`src/hw/rtl/rhep_pkg.sv`:
```
// rhep_pkg: shared types and constants for the RTP one-byte header
// extension parser. No dependencies; used by the interfaces and all modules.
package rhep_pkg;

  localparam int BYTE_W      = 8;
  localparam int ID_W        = 4;
  localparam int STATUS_W    = 3;
  localparam int OFF_W       = 19;
  localparam int CNT_W       = 14;
  localparam int WORD_W      = 32;
  localparam int LEVEL_W     = 7;
  localparam int HALF_W      = 16;

  localparam int MAX_PACKET_BYTES_DEF = 16384;

  localparam logic [OFF_W-1:0]  FIXED_HDR_BYTES  = OFF_W'(12);
  localparam logic [OFF_W-1:0]  EXT_HDR_BYTES    = OFF_W'(4);
  localparam logic [HALF_W-1:0] ONE_BYTE_PROFILE = 16'hBEDE;
  localparam logic [ID_W-1:0]   STOP_ID          = 4'hF;
  localparam logic [ID_W-1:0]   PAD_ID           = 4'h0;
  localparam logic [CNT_W-1:0]  CNT_MAX          = '1;
  localparam logic [ID_W-1:0]   TARGET_ID_RST    = 4'd1;

  typedef enum logic [STATUS_W-1:0] {
    ST_OK          = 3'd0,
    ST_SHORT       = 3'd1,
    ST_OVERRUN     = 3'd2,
    ST_BAD_PROFILE = 3'd3,
    ST_TOO_LONG    = 3'd4
  } status_t;

  typedef struct packed {
    logic [BYTE_W-1:0] data;
    logic              last;
  } beat_t;

  typedef struct packed {
    status_t           status;
    logic [OFF_W-1:0]  offset;
    logic [CNT_W-1:0]  count;
    logic              found;
    logic [WORD_W-1:0] word;
  } res_t;

endpackage

```
`src/hw/rtl/rhep_in_if.sv`:
```
// rhep_in_if: packet byte channel (valid/ready plus one byte and end mark).
// Depends on rhep_pkg.
interface rhep_in_if;
  logic                       valid;
  logic                       ready;
  logic [rhep_pkg::BYTE_W-1:0] packet_byte;
  logic                       last_byte;

  modport source (output valid, packet_byte, last_byte, input ready);
  modport sink   (input valid, packet_byte, last_byte, output ready);
endinterface

```
`src/hw/rtl/rhep_out_if.sv`:
```
// rhep_out_if: per-packet result channel (valid/ready plus result fields).
// Depends on rhep_pkg.
interface rhep_out_if;
  logic                         valid;
  logic                         ready;
  logic [rhep_pkg::STATUS_W-1:0] status;
  logic [rhep_pkg::OFF_W-1:0]    payload_offset;
  logic [rhep_pkg::CNT_W-1:0]    extension_count;
  logic                         id_found;
  logic [rhep_pkg::BYTE_W-1:0]   element_first_byte;
  logic [rhep_pkg::WORD_W-1:0]   element_word;
  logic [rhep_pkg::LEVEL_W-1:0]  audio_level;
  logic                         voice_flag;

  modport source (output valid, status, payload_offset, extension_count, id_found,
                  element_first_byte, element_word, audio_level, voice_flag,
                  input ready);
  modport sink   (input valid, status, payload_offset, extension_count, id_found,
                  element_first_byte, element_word, audio_level, voice_flag,
                  output ready);
endinterface

```
`src/hw/rtl/rhep_core.sv`:
```
// rhep_core: per-packet parse state and the per-beat header/element walk.
// Produces the packet result in the cycle its final beat is processed.
// Depends on rhep_pkg.
module rhep_core #(
  parameter int MAX_PACKET_BYTES = rhep_pkg::MAX_PACKET_BYTES_DEF
) (
  input  logic                       clk,
  input  logic                       rst_n,
  input  logic [rhep_pkg::ID_W-1:0]  target_id,
  input  logic                       fire,
  input  rhep_pkg::beat_t            beat,
  output logic                       res_valid,
  output rhep_pkg::res_t             res
);

  localparam int POS_W = $clog2(MAX_PACKET_BYTES + 1);
  localparam logic [POS_W-1:0] MAX_POS = POS_W'(MAX_PACKET_BYTES);
  localparam int OW = rhep_pkg::OFF_W;
  localparam int CW = rhep_pkg::CNT_W;

  logic [POS_W-1:0]            pos_r, pos_nxt;
  logic [3:0]                  csrc_r, csrc_upd, csrc_nxt;
  logic                        ext_r, ext_upd, ext_nxt;
  logic [15:0]                 profile_r, profile_upd, profile_nxt;
  logic [15:0]                 words_r, words_upd, words_nxt;
  logic [OW-1:0]               cursor_r, cursor_upd, cursor_nxt;
  logic                        stopped_r, stopped_upd, stopped_nxt;
  logic [rhep_pkg::CNT_W-1:0]  total_r, total_upd, total_nxt;
  logic                        match_r, match_upd, match_nxt;
  logic [31:0]                 cap_r, cap_upd, cap_nxt;
  logic [2:0]                  capidx_r, capidx_upd, capidx_nxt;

  logic          live;
  logic [OW-1:0] p, h, e_cur, h_fin, e_fin, len;
  logic [3:0]    id;
  logic [7:0]    b;

  assign b     = beat.data;
  assign id    = b[7:4];
  assign live  = pos_r < MAX_POS;
  assign p     = OW'(pos_r);
  assign h     = rhep_pkg::FIXED_HDR_BYTES + OW'({csrc_r, 2'b00});
  assign e_cur = h + rhep_pkg::EXT_HDR_BYTES + OW'({words_r, 2'b00});

  // per-beat update of the walk
  always_comb begin
    csrc_upd    = csrc_r;
    ext_upd     = ext_r;
    profile_upd = profile_r;
    words_upd   = words_r;
    cursor_upd  = cursor_r;
    stopped_upd = stopped_r;
    total_upd   = total_r;
    match_upd   = match_r;
    cap_upd     = cap_r;
    capidx_upd  = capidx_r;
    if (live) begin
      if (p == '0) begin
        csrc_upd = b[3:0];
        ext_upd  = b[4];
      end else begin
        if (ext_r) begin
          if (p == h) begin
            profile_upd[15:8] = b;
          end else if (p == h + OW'(1)) begin
            profile_upd[7:0] = b;
          end else if (p == h + OW'(2)) begin
            words_upd[15:8] = b;
          end else if (p == h + OW'(3)) begin
            words_upd[7:0] = b;
            cursor_upd     = h + rhep_pkg::EXT_HDR_BYTES;
          end
        end
        if (capidx_r >= 3'd1 && capidx_r <= 3'd3) begin
          capidx_upd = capidx_r + 3'd1;
          unique case (capidx_r[1:0])
            2'd1:    cap_upd[23:16] = cap_r[23:16] | b;
            2'd2:    cap_upd[15:8]  = cap_r[15:8]  | b;
            default: cap_upd[7:0]   = cap_r[7:0]   | b;
          endcase
        end
        if (ext_r && cursor_r != '0 && !stopped_r && p == cursor_r && p < e_cur) begin
          if (id == rhep_pkg::STOP_ID) begin
            stopped_upd = 1'b1;
          end else if (id == rhep_pkg::PAD_ID) begin
            cursor_upd = p + OW'(1);
          end else begin
            if (total_r < rhep_pkg::CNT_MAX) begin
              total_upd = total_r + CW'(1);
            end
            if (id == target_id && !match_r) begin
              match_upd  = 1'b1;
              cap_upd    = {b, 24'd0};
              capidx_upd = 3'd1;
            end
            cursor_upd = p + OW'(2) + OW'(b[3:0]);
          end
        end
      end
    end
  end

  // packet result on the final beat
  assign h_fin = rhep_pkg::FIXED_HDR_BYTES + OW'({csrc_upd, 2'b00});
  assign e_fin = h_fin + rhep_pkg::EXT_HDR_BYTES + OW'({words_upd, 2'b00});
  assign len   = p + OW'(1);

  always_comb begin
    res        = '0;
    res.status = rhep_pkg::ST_OK;
    if (!live) begin
      res.status = rhep_pkg::ST_TOO_LONG;
      res.offset = ext_upd ? e_fin : h_fin;
    end else if (len < rhep_pkg::FIXED_HDR_BYTES) begin
      res.status = rhep_pkg::ST_SHORT;
    end else begin
      res.offset = ext_upd ? e_fin : h_fin;
      if (ext_upd) begin
        if (len < e_fin) begin
          res.status = rhep_pkg::ST_OVERRUN;
        end else if (profile_upd != rhep_pkg::ONE_BYTE_PROFILE) begin
          res.status = rhep_pkg::ST_BAD_PROFILE;
        end else begin
          res.count = total_upd;
          if (match_upd && len > e_fin) begin
            res.found = 1'b1;
            res.word  = cap_upd;
          end
        end
      end
    end
  end

  assign res_valid = fire && beat.last;

  always_comb begin
    pos_nxt     = pos_r;
    csrc_nxt    = csrc_r;
    ext_nxt     = ext_r;
    profile_nxt = profile_r;
    words_nxt   = words_r;
    cursor_nxt  = cursor_r;
    stopped_nxt = stopped_r;
    total_nxt   = total_r;
    match_nxt   = match_r;
    cap_nxt     = cap_r;
    capidx_nxt  = capidx_r;
    if (fire) begin
      if (beat.last) begin
        pos_nxt     = '0;
        csrc_nxt    = '0;
        ext_nxt     = 1'b0;
        profile_nxt = '0;
        words_nxt   = '0;
        cursor_nxt  = '0;
        stopped_nxt = 1'b0;
        total_nxt   = '0;
        match_nxt   = 1'b0;
        cap_nxt     = '0;
        capidx_nxt  = '0;
      end else begin
        pos_nxt     = live ? pos_r + POS_W'(1) : pos_r;
        csrc_nxt    = csrc_upd;
        ext_nxt     = ext_upd;
        profile_nxt = profile_upd;
        words_nxt   = words_upd;
        cursor_nxt  = cursor_upd;
        stopped_nxt = stopped_upd;
        total_nxt   = total_upd;
        match_nxt   = match_upd;
        cap_nxt     = cap_upd;
        capidx_nxt  = capidx_upd;
      end
    end
  end

  always_ff @(posedge clk) begin
    if (!rst_n) begin
      pos_r     <= '0;
      csrc_r    <= '0;
      ext_r     <= 1'b0;
      profile_r <= '0;
      words_r   <= '0;
      cursor_r  <= '0;
      stopped_r <= 1'b0;
      total_r   <= '0;
      match_r   <= 1'b0;
      cap_r     <= '0;
      capidx_r  <= '0;
    end else begin
      pos_r     <= pos_nxt;
      csrc_r    <= csrc_nxt;
      ext_r     <= ext_nxt;
      profile_r <= profile_nxt;
      words_r   <= words_nxt;
      cursor_r  <= cursor_nxt;
      stopped_r <= stopped_nxt;
      total_r   <= total_nxt;
      match_r   <= match_nxt;
      cap_r     <= cap_nxt;
      capidx_r  <= capidx_nxt;
    end
  end

endmodule

```
`src/hw/rtl/rtp_header_extension_parser_unit.sv`:
```
// rtp_header_extension_parser_unit: top level of the RTP one-byte header
// extension parser. Depends on rhep_pkg, rhep_in_if, rhep_out_if, rhep_core.
//
//   channel   dir  handshake        beat
//   in_if     in   valid/ready      one packet byte, end-of-packet mark
//   out_if    out  valid/ready      one result per packet
//   cfg_*     in   cfg_we only      target element ID
//
// One byte per cycle sustained while no final beat is stalled: input register,
// then the walk update in rhep_core, then the result register.
// Synchronous active-low reset; target ID resets to 1.
// A waiting result stalls only final beats; a stalled one also holds back input.
module rtp_header_extension_parser_unit #(
  parameter int MAX_PACKET_BYTES = rhep_pkg::MAX_PACKET_BYTES_DEF
) (
  input  logic                       clk,
  input  logic                       rst_n,
  rhep_in_if.sink                    in_if,
  rhep_out_if.source                 out_if,
  input  logic                       cfg_we,
  input  logic [rhep_pkg::ID_W-1:0]  cfg_wdata
);

  logic [rhep_pkg::ID_W-1:0] target_id_r;
  logic                      s1_valid_r, s1_valid_nxt;
  rhep_pkg::beat_t           s1_beat_r;
  logic                      out_valid_r, out_valid_nxt;
  rhep_pkg::res_t            out_res_r;
  logic                      accept, out_free, s1_go, core_fire, res_valid;
  rhep_pkg::res_t            core_res;

  assign out_free  = !out_valid_r || out_if.ready;
  assign s1_go     = !s1_beat_r.last || out_free;
  assign core_fire = s1_valid_r && s1_go;
  assign in_if.ready = !s1_valid_r || s1_go;
  assign accept    = in_if.valid && in_if.ready;

  assign s1_valid_nxt  = accept || (s1_valid_r && !s1_go);
  assign out_valid_nxt = res_valid || (out_valid_r && !out_if.ready);

  always_ff @(posedge clk) begin
    if (!rst_n) begin
      target_id_r <= rhep_pkg::TARGET_ID_RST;
      s1_valid_r  <= 1'b0;
      out_valid_r <= 1'b0;
    end else begin
      if (cfg_we) begin
        target_id_r <= cfg_wdata;
      end
      s1_valid_r  <= s1_valid_nxt;
      out_valid_r <= out_valid_nxt;
    end
  end

  always_ff @(posedge clk) begin
    if (accept) begin
      s1_beat_r.data <= in_if.packet_byte;
      s1_beat_r.last <= in_if.last_byte;
    end
    if (res_valid) begin
      out_res_r <= core_res;
    end
  end

  rhep_core #(
    .MAX_PACKET_BYTES (MAX_PACKET_BYTES)
  ) u_core (
    .clk       (clk),
    .rst_n     (rst_n),
    .target_id (target_id_r),
    .fire      (core_fire),
    .beat      (s1_beat_r),
    .res_valid (res_valid),
    .res       (core_res)
  );

  assign out_if.valid              = out_valid_r;
  assign out_if.status             = out_res_r.status;
  assign out_if.payload_offset     = out_res_r.offset;
  assign out_if.extension_count    = out_res_r.count;
  assign out_if.id_found           = out_res_r.found;
  assign out_if.element_word       = out_res_r.word;
  assign out_if.element_first_byte = out_res_r.word[23:16];
  assign out_if.audio_level        = out_res_r.word[22:16];
  assign out_if.voice_flag         = out_res_r.word[23];

`ifndef SYNTHESIS
  a_result_follows_final_beat: assert property (@(posedge clk) disable iff (!rst_n)
    $rose(out_if.valid) |-> $past(core_fire && s1_beat_r.last))
    else $error("result raised without a processed final beat");

  a_ready_low_only_on_final: assert property (@(posedge clk) disable iff (!rst_n)
    !in_if.ready |-> (s1_valid_r && s1_beat_r.last && out_valid_r))
    else $error("input stalled without a blocked final beat");

  a_short_is_empty: assert property (@(posedge clk) disable iff (!rst_n)
    (out_if.valid && out_if.status == rhep_pkg::ST_SHORT) |->
      (out_if.payload_offset == '0 && out_if.extension_count == '0 && !out_if.id_found))
    else $error("short packet result carries data");

  a_word_needs_match: assert property (@(posedge clk) disable iff (!rst_n)
    (out_if.valid && !out_if.id_found) |-> (out_if.element_word == '0))
    else $error("element word set without a match");
`endif

endmodule
```
`src/flat_wrapper.sv`:
```
// flat-port wrapper written by rule: the top's interface ports become plain ports
module rtp_header_extension_parser_unit_flat 
#(
  parameter int MAX_PACKET_BYTES = rhep_pkg::MAX_PACKET_BYTES_DEF
)
  (clk, rst_n, cfg_we, cfg_wdata, in_if_valid, in_if_packet_byte, in_if_last_byte, in_if_ready, out_if_valid, out_if_status, out_if_payload_offset, out_if_extension_count, out_if_id_found, out_if_element_first_byte, out_if_element_word, out_if_audio_level, out_if_voice_flag, out_if_ready);
  rhep_in_if in_if_i ();
  rhep_out_if out_if_i ();
  input  logic clk;
  input  logic rst_n;
  input  logic cfg_we;
  input  logic [rhep_pkg::ID_W-1:0] cfg_wdata;
  input wire logic [$bits(in_if_i.valid)-1:0] in_if_valid;
  input wire logic [$bits(in_if_i.packet_byte)-1:0] in_if_packet_byte;
  input wire logic [$bits(in_if_i.last_byte)-1:0] in_if_last_byte;
  output wire logic [$bits(in_if_i.ready)-1:0] in_if_ready;
  output wire logic [$bits(out_if_i.valid)-1:0] out_if_valid;
  output wire logic [$bits(out_if_i.status)-1:0] out_if_status;
  output wire logic [$bits(out_if_i.payload_offset)-1:0] out_if_payload_offset;
  output wire logic [$bits(out_if_i.extension_count)-1:0] out_if_extension_count;
  output wire logic [$bits(out_if_i.id_found)-1:0] out_if_id_found;
  output wire logic [$bits(out_if_i.element_first_byte)-1:0] out_if_element_first_byte;
  output wire logic [$bits(out_if_i.element_word)-1:0] out_if_element_word;
  output wire logic [$bits(out_if_i.audio_level)-1:0] out_if_audio_level;
  output wire logic [$bits(out_if_i.voice_flag)-1:0] out_if_voice_flag;
  input wire logic [$bits(out_if_i.ready)-1:0] out_if_ready;
  assign in_if_i.valid = in_if_valid;
  assign in_if_i.packet_byte = in_if_packet_byte;
  assign in_if_i.last_byte = in_if_last_byte;
  assign in_if_ready = in_if_i.ready;
  assign out_if_valid = out_if_i.valid;
  assign out_if_status = out_if_i.status;
  assign out_if_payload_offset = out_if_i.payload_offset;
  assign out_if_extension_count = out_if_i.extension_count;
  assign out_if_id_found = out_if_i.id_found;
  assign out_if_element_first_byte = out_if_i.element_first_byte;
  assign out_if_element_word = out_if_i.element_word;
  assign out_if_audio_level = out_if_i.audio_level;
  assign out_if_voice_flag = out_if_i.voice_flag;
  assign out_if_i.ready = out_if_ready;
  rtp_header_extension_parser_unit #(.MAX_PACKET_BYTES(MAX_PACKET_BYTES)) u_core (.clk(clk), .rst_n(rst_n), .in_if(in_if_i), .out_if(out_if_i), .cfg_we(cfg_we), .cfg_wdata(cfg_wdata));
endmodule
```
`config.mk`:
```
export PLATFORM = sky130hd
export DESIGN_NAME = rtp_header_extension_parser_unit_flat
export DESIGN_NICKNAME = d
export VERILOG_FILES = /design/src/hw/rtl/rhep_pkg.sv /design/src/hw/rtl/rhep_in_if.sv /design/src/hw/rtl/rhep_out_if.sv /design/src/hw/rtl/rhep_core.sv /design/src/hw/rtl/rtp_header_extension_parser_unit.sv /design/src/flat_wrapper.sv
export SDC_FILE = /design/constraint.sdc
export NUM_CORES = 1
export LEC_CHECK = 0
export BUFFER_PORTS_ARGS = -buffer_cell sky130_fd_sc_hd__buf_2
export CAP_MARGIN = 15
export CORE_UTILIZATION = 61
export DETAILED_ROUTE_END_ITERATION = 10
export GPL_TIMING_DRIVEN = 0
export PLACE_DENSITY = 0.81
export SLEW_MARGIN = 25
export SYNTH_ARGS = -nofsm -noshare
export SYNTH_HDL_FRONTEND = slang
export SYNTH_HIERARCHICAL = 1
export SYNTH_SLANG_ARGS = --single-unit
```
`constraint.sdc`:
```
create_clock -name clk -period 8 [get_ports clk]
set_input_delay 1.2 -clock clk [delete_from_list [all_inputs] [get_ports clk]]
set_output_delay 1.2 -clock clk [all_outputs]
set_load 0.02 [all_outputs]
```
## Yosys cells after proc, flatten, opt, wreduce, memory -nomap -nowiden

Index checks and enable logic that the tools add are counted.
Widths: inputs -> output; s select.

- Bits in registers: 206
- Bits of input ports: 18
- Output and inout port bits: 87
- Word-level logic and storage cells: 183

- $add $sub $neg: 15
- Order comparisons: 8
- Eq/ne operators: 11
- Muxes and demuxes: 84
- Bitwise operators: 6
- Reduce and logical (&&, ||, !) cells: 37

Operator list:

| operator | count |
|---|---|
| $mux 19 | 12 |
| $mux 32 | 7 |
| $mux 16 | 10 |
| $mux 47 | 3 |
| $mux 14 | 7 |
| $mux 8 | 9 |
| $mux 66 | 1 |
| $eq 15x8->1 | 3 |
| $mux 33 | 1 |
| $mux 15 | 2 |
| $mux 24 | 1 |
| $mux 3 | 8 |
| $or 8x8->8 | 3 |
| $add 19x18->19 | 1 |
| $add 8x18->19 | 1 |
| $eq 15x19->1 | 1 |
| $gt 16x19->1 | 1 |
| $logic_not 19->1 | 1 |
| $lt 15x19->1 | 1 |
| $lt 16x19->1 | 1 |
| $reduce_bool 19->1 | 1 |
| $add 16x4->17 | 1 |
| $mux 1 | 17 |
| $mux 17 | 1 |
| 36 further kinds | 67 |

## Longest topological paths before layout

- Depth after elaboration: 19
- Mapped depth: 30

## Modules after synthesis

The synthesis kept the hierarchy.

By module, submodules not included:

| module | times used | cells an instance | area an instance (µm²) |
|---|---|---|---|
| rhep_core | 1 | 1248 | 9235.1 |
| rtp_header_extension_parser_unit | 1 | 116 | 2716.4 |

## Worst setup path before layout

No wires, ideal clock.

- Path type: register to register
- Start point: register u_core.u_core.pos_r[4]
- End point: register u_core.out_res_r (netlist bit u_core/out_if.element_word[11]) (data pin)
- Arrival: 6.058 ns
- Data required time: 7.861 ns
- Setup slack: 1.803 ns
- Cell stages (with the launch flop): 28
- Buffers on the path: 3
- Clock period less this slack: 6.197 ns
- Cell sequence: dfxtp_1 buf_2 or3_1 or4_1 nor4_1 clkbuf_1 mux2i_1 ha_1 inv_1 ha_1 ha_1 fa_1 a21o_1 a21oi_1 nor2b_1 nor2_1 nor4b_2 nand2_1 xnor2_1 mux2i_1 ha_1 and3_1 nand3_1 o31a_1 a221oi_4 nand4_4 buf_2 nor2_1

- Longest elaborated chain between the ends: 13
- Elaborated cells between the ends (all ways): 47

Ends and longest elaborated chain:

| item | line | source |
|---|---|---|
| from (decl) | rhep_core.sv:21 | `logic [POS_W-1:0] pos_r, pos_nxt;` |
| from (signal assigned) | rhep_core.sv:191 | `pos_r <= pos_nxt;` |
| parallel branches: the longest is 13 deep, another holds $add 8x18->19 | n/a |  |
| to (signal assigned) | rtp_header_extension_parser_unit.sv:61 | `out_res_r <= core_res;` |
| to (decl) | rtp_header_extension_parser_unit.sv:28 | `rhep_pkg::res_t out_res_r;` |

Several ways; the timed one is not identified.
A chain may end at the register's enable or synchronous reset.

## Worst setup path in the final report

- Start point: register u_core.u_core.pos_r[4]
- End point: register u_core.out_res_r (netlist bit u_core/out_if.element_word[25]) (data pin)

Same word-level chain as after synthesis.

==> impl_metrics.py <==
metrics = {
    "run_status": {
        "status": "finished clean",
    },
    "finish": {
        "final_layout_size_suffix_gt1_share_pct": 12.8,
        "multi_input_area_um2": 6490,
        "fin_util_pct": 71.8,
        "nFillCells": 1502,
        "ff_latch_area_um2": 4900,
        "nets": 1581,
        "synthToLayoutAreaGrowth_pct": 13.8,
        "final_cells": 1775,
        "n_antenna_cell": 0,
    },
    "synthesis": {
        "synth_edf_count": 78,
        "synthTopCellsByArea": "dfxtp_1 21%, edfxtp_1 20%, nor2_1 6.7%, ha_1 6.5%, a21oi_1 5.3%",
        "yosys_warnings": 6,
        "synthCells": 1364,
        "syn_area_per_cell_um2": 8.76,
        "synth-main-ff-cell": "dfxtp_1",
        "synth_seq_area_share_pct": 41.0,
        "yosysUniqueCellTypes": 79,
        "yosysTopAreaCellShare_pct": 21.4,
        "synth_top_cell_by_area": "dfxtp_1",
        "synth_async_sr_flop_share_pct": 0,
        "syn_area_um2": 12000,
        "ys_ff_latch": 206,
    },
    "timing": {
        "worst_pin_slew_ns": 1.10,
        "maxSlewHeadroom_pct": 25.8,
        "setup-tns-final_ns": 0,
        "finalWorstSetupSlack_ns": 0.324,
        "setup_viol": 0,
        "whs_ns": 0.449,
        "skew_ns": 0.0110,
        "fmax_ghz": 0.130,
        "rsz0062_at_grt": "false",
        "fin_crit_sh_pct": 95.9,
        "fin_crit_ns": 7.68,
        "slew_violations": 0,
        "hold_viol": 0,
    },
    "pwr": {
        "p_clk_share_pct": 43.3,
        "max-vdd-ir-drop_uv": 179,
        "p_seq_share_pct": 48.7,
        "pwr-share-comb_pct": 8.0,
        "pwr_density_cell_nw_per_um2": 167,
        "switching_share_pct": 24.7,
        "net-switching-power_mw": 0.559,
        "intPower_mw": 1.71,
        "p_leak_nw": 5.60,
    },
    "routing": {
        "ant_nets": 0,
        "first_pass_iters": 6,
        "drcViolationCount": 0,
        "num_vias": 11027,
        "wl_per_cell_um": 20.4,
        "drt_iter0_drc": 1310,
        "routed_wirelength_um": 36100,
        "vias_per_cell": 6.21,
    },
    "critical_path": {
        "startpoint_type": "flip-flop",
        "arrival_ns": 8.01,
        "critical_path_class": "flip-flop to flip-flop",
        "r2r_end": "u_core/out_if.element_word[25]",
        "worst-r2r-setup-slack_ns": 0.32,
        "timing.rr.start": "u_core/u_core/pos_r[4]",
        "cp.required_ns": 8.34,
        "path_max_fanout": 10,
        "ff2ff_path_depth": 25,
        "end_kind": "flip-flop",
    },
    "place": {
        "dpl.hpwl_um": 27200,
        "place_worst_setup_slack_ns": 0.0529,
        "dp_cells": 1733,
        "gp_congestion": 1.00,
        "port_buffers": 103,
    },
    "grt": {
        "grt.overflow.total": 0,
        "grt.total_usage_pct": 35.9,
        "grt_pass1_wl_um": 55200,
        "antenna_found_initial": 1,
        "grt_pass1_vias": 10058,
        "grt_max_degree": 28,
    },
    "floorplan": {
        "ios": 105,
        "die_w_um": 142,
        "die-area_um2": 20200,
        "core_um2": 19000,
        "std_cell_rows": 50,
        "die_h_um": 142,
        "start_util_pct": 63.0,
    },
    "clocking": {
        "numCtsBuffers": 23,
        "insertion_delay_ns": 0.51,
        "cts_setup_buffers": 0,
        "cts_sinks": 206,
        "clkTransAtPathRegs_ns": 0.06,
        "cts_htree_levels": 1,
        "cts_tree": "built",
        "clockRootBuffer": "clkbuf_16",
        "clockBufferDepth": 3,
    },
    "hold_path": {
        "min_from": "u_core/u_core/cap_r[30]",
        "holdPathStages": 2,
        "hp-class": "flip-flop to flip-flop",
        "hold-path-endpoint": "u_core/u_core/cap_r[30]",
    },
    "job": {
        "drv_cap": 0,
    },
}
==> cells in the mapped netlist (all sizes together), types with 7 or more instances <==
| cell | instances |
|---|---|
| ha | 62 |
| a22oi | 28 |
| mux2i | 30 |
| clkbuf | 62 |
| o21ai | 36 |
| a31oi | 20 |
| and2 | 16 |
| nor2b | 22 |
| xnor2 | 38 |
| edfxtp | 78 |
| nor3 | 33 |
| inv | 39 |
| nand4 | 16 |
| nand2 | 99 |
| and3 | 23 |
| a21o | 18 |
| a211oi | 8 |
| o21a | 8 |
| nand2b | 12 |
| dfxtp | 128 |
| nor4 | 14 |
| or3 | 7 |
| nor2 | 214 |
| a21oi | 126 |
| nand3 | 38 |
| xor2 | 48 |
| buf | 38 |
==> per-layer routing <==
metal,vias to the layer above,part of all wire [%],track usage [%]
li1,5104,-,-
met1,5198,41,48.1
met2,608,44,55.9
met3,115,10,7.84
met4,2,4.4,15.2
met5,-,0.036,0
==> per-stage QoR <==
step	cell area (um2)	total power, mW
floorplan	12000	1.23
global placement	12800	1.29
detailed placement	12900	1.30
CTS	13600	2.27
global route	13600	2.32
finish	13600	2.27
==> worst max-delay path by stage <==
stage | from | to | slack (ns) | cells after the start
2_1_floorplan | u_core/u_core/pos_r[4] | u_core/out_if.element_word[11] | 1.80 | 27
3_3_place_gp | u_core/u_core/pos_r[4] | u_core/out_if.element_word[25] | 0.19 | 25
3_5_place_dp | u_core/u_core/pos_r[4] | u_core/out_if.element_word[25] | 0.05 | 25
4_1_cts | u_core/u_core/pos_r[4] | u_core/out_if.element_word[25] | 0.001 | 25
5_1_grt | u_core/u_core/pos_r[4] | u_core/out_if.element_word[25] | 0.06 | 25
6_report | u_core/u_core/pos_r[4] | u_core/out_if.element_word[25] | 0.32 | 25
==> what timing repair did <==
item                       4_1_cts  5_1_grt
setup endpoints to repair        0       49
gates resized for setup          0        7
hold endpoints to repair         0        0
hold buffers                     0        0
==> critical path, stage by stage (launching register included) <==
cell	delay [ns]
dfxtp_1	0.40
buf_2	0.25
or3_1	0.40
or4_1	0.47
nor4_2	0.37
clkbuf_2	0.40
mux2i_2	0.42
ha_1	0.26
xor2_1	0.23
ha_1	0.32
fa_1	0.46
a21o_1	0.17
a21oi_1	0.25
nor2b_1	0.09
nor2_1	0.29
nor4b_4	0.15
nand2_1	0.13
xnor2_1	0.13
mux2i_1	0.16
ha_1	0.32
and3_1	0.15
nand3_1	0.11
o31a_1	0.37
a221oi_4	0.49
nand4_2	0.40
nor2_1	0.27
==> state kept, by name, summed over array words and instances (netlist names), 15 cells and up <==
name                          cells
u_core/u_core/pos_r              15
u_core/u_core/cursor_r           19
u_core/u_core/cap_r              32
u_core/out_if.payload_offset     19
u_core/u_core/profile_r          16
u_core/out_if.element_word       32
u_core/u_core/words_r            16
==> placed cells by master, fill, tap and decap left out, types with 5 or more instances in the layout <==
master / n
o21a_1: 8
o21ai_0: 32
nand2_1: 98
or4_1: 6
a211oi_1: 8
and4_1: 5
xnor2_1: 38
mux2i_1: 29
and3_1: 23
buf_4: 21
o31ai_1: 6
nand2b_1: 12
clkbuf_16: 23
xor2_1: 48
nor4_1: 11
nand4_1: 14
a22oi_1: 28
a21oi_1: 126
clkbuf_1: 67
edfxtp_1: 78
buf_1: 11
nand3_1: 38
o22ai_1: 5
nor2_1: 213
and2_1: 14
mux2_2: 6
ha_1: 62
a21o_1: 18
nor3_1: 33
inv_1: 39
a31oi_1: 20
nor3b_1: 5
or3_1: 7
dfxtp_1: 128
o211ai_1: 5
nor2b_1: 22
buf_2: 111
==> power groups by stage <==
| stage | Clock [mW] | Combinational, mW | Sequential [mW] |
|---|---|---|---|
| floorplan | 0 | 0.104 | 1.13 |
| global placement | 0 | 0.168 | 1.13 |
| detailed placement | 0 | 0.174 | 1.13 |
| finish | 0.981 | 0.181 | 1.10 |
| global route | 1.03 | 0.193 | 1.10 |
| CTS | 0.988 | 0.175 | 1.10 |
==> cell type report <==
class / instances / share of cell area (%)
flip-flops and latches: 206 / 36.1
clock inverters: 9 / 0.386
multi-input cells: 1020 / 47.7
repair buffers: 107 / 4.23
inverters: 40 / 1.10
well taps: 260 / 2.39
clock buffers: 33 / 4.73
plain buffers: 100 / 3.39
==> cell families (layout without fill, tap and decap cells) <==
| family | count (synthesis) | count (layout) | synth area share [%] |
|---|---|---|---|
| compound gates | 298 | 298 | 15.8 |
| xor+xnor | 86 | 86 | 6.30 |
| fa+ha+maj | 65 | 65 | 6.99 |
| buf+inv | 140 | 289 | 5.10 |
| flops | 206 | 206 | 41.0 |
| mux | 36 | 36 | 3.08 |
| other cells | 1 | 3 | 0.0314 |
| simple gates | 532 | 532 | 21.6 |
Note: power is estimated with default switching activity, not from simulation.
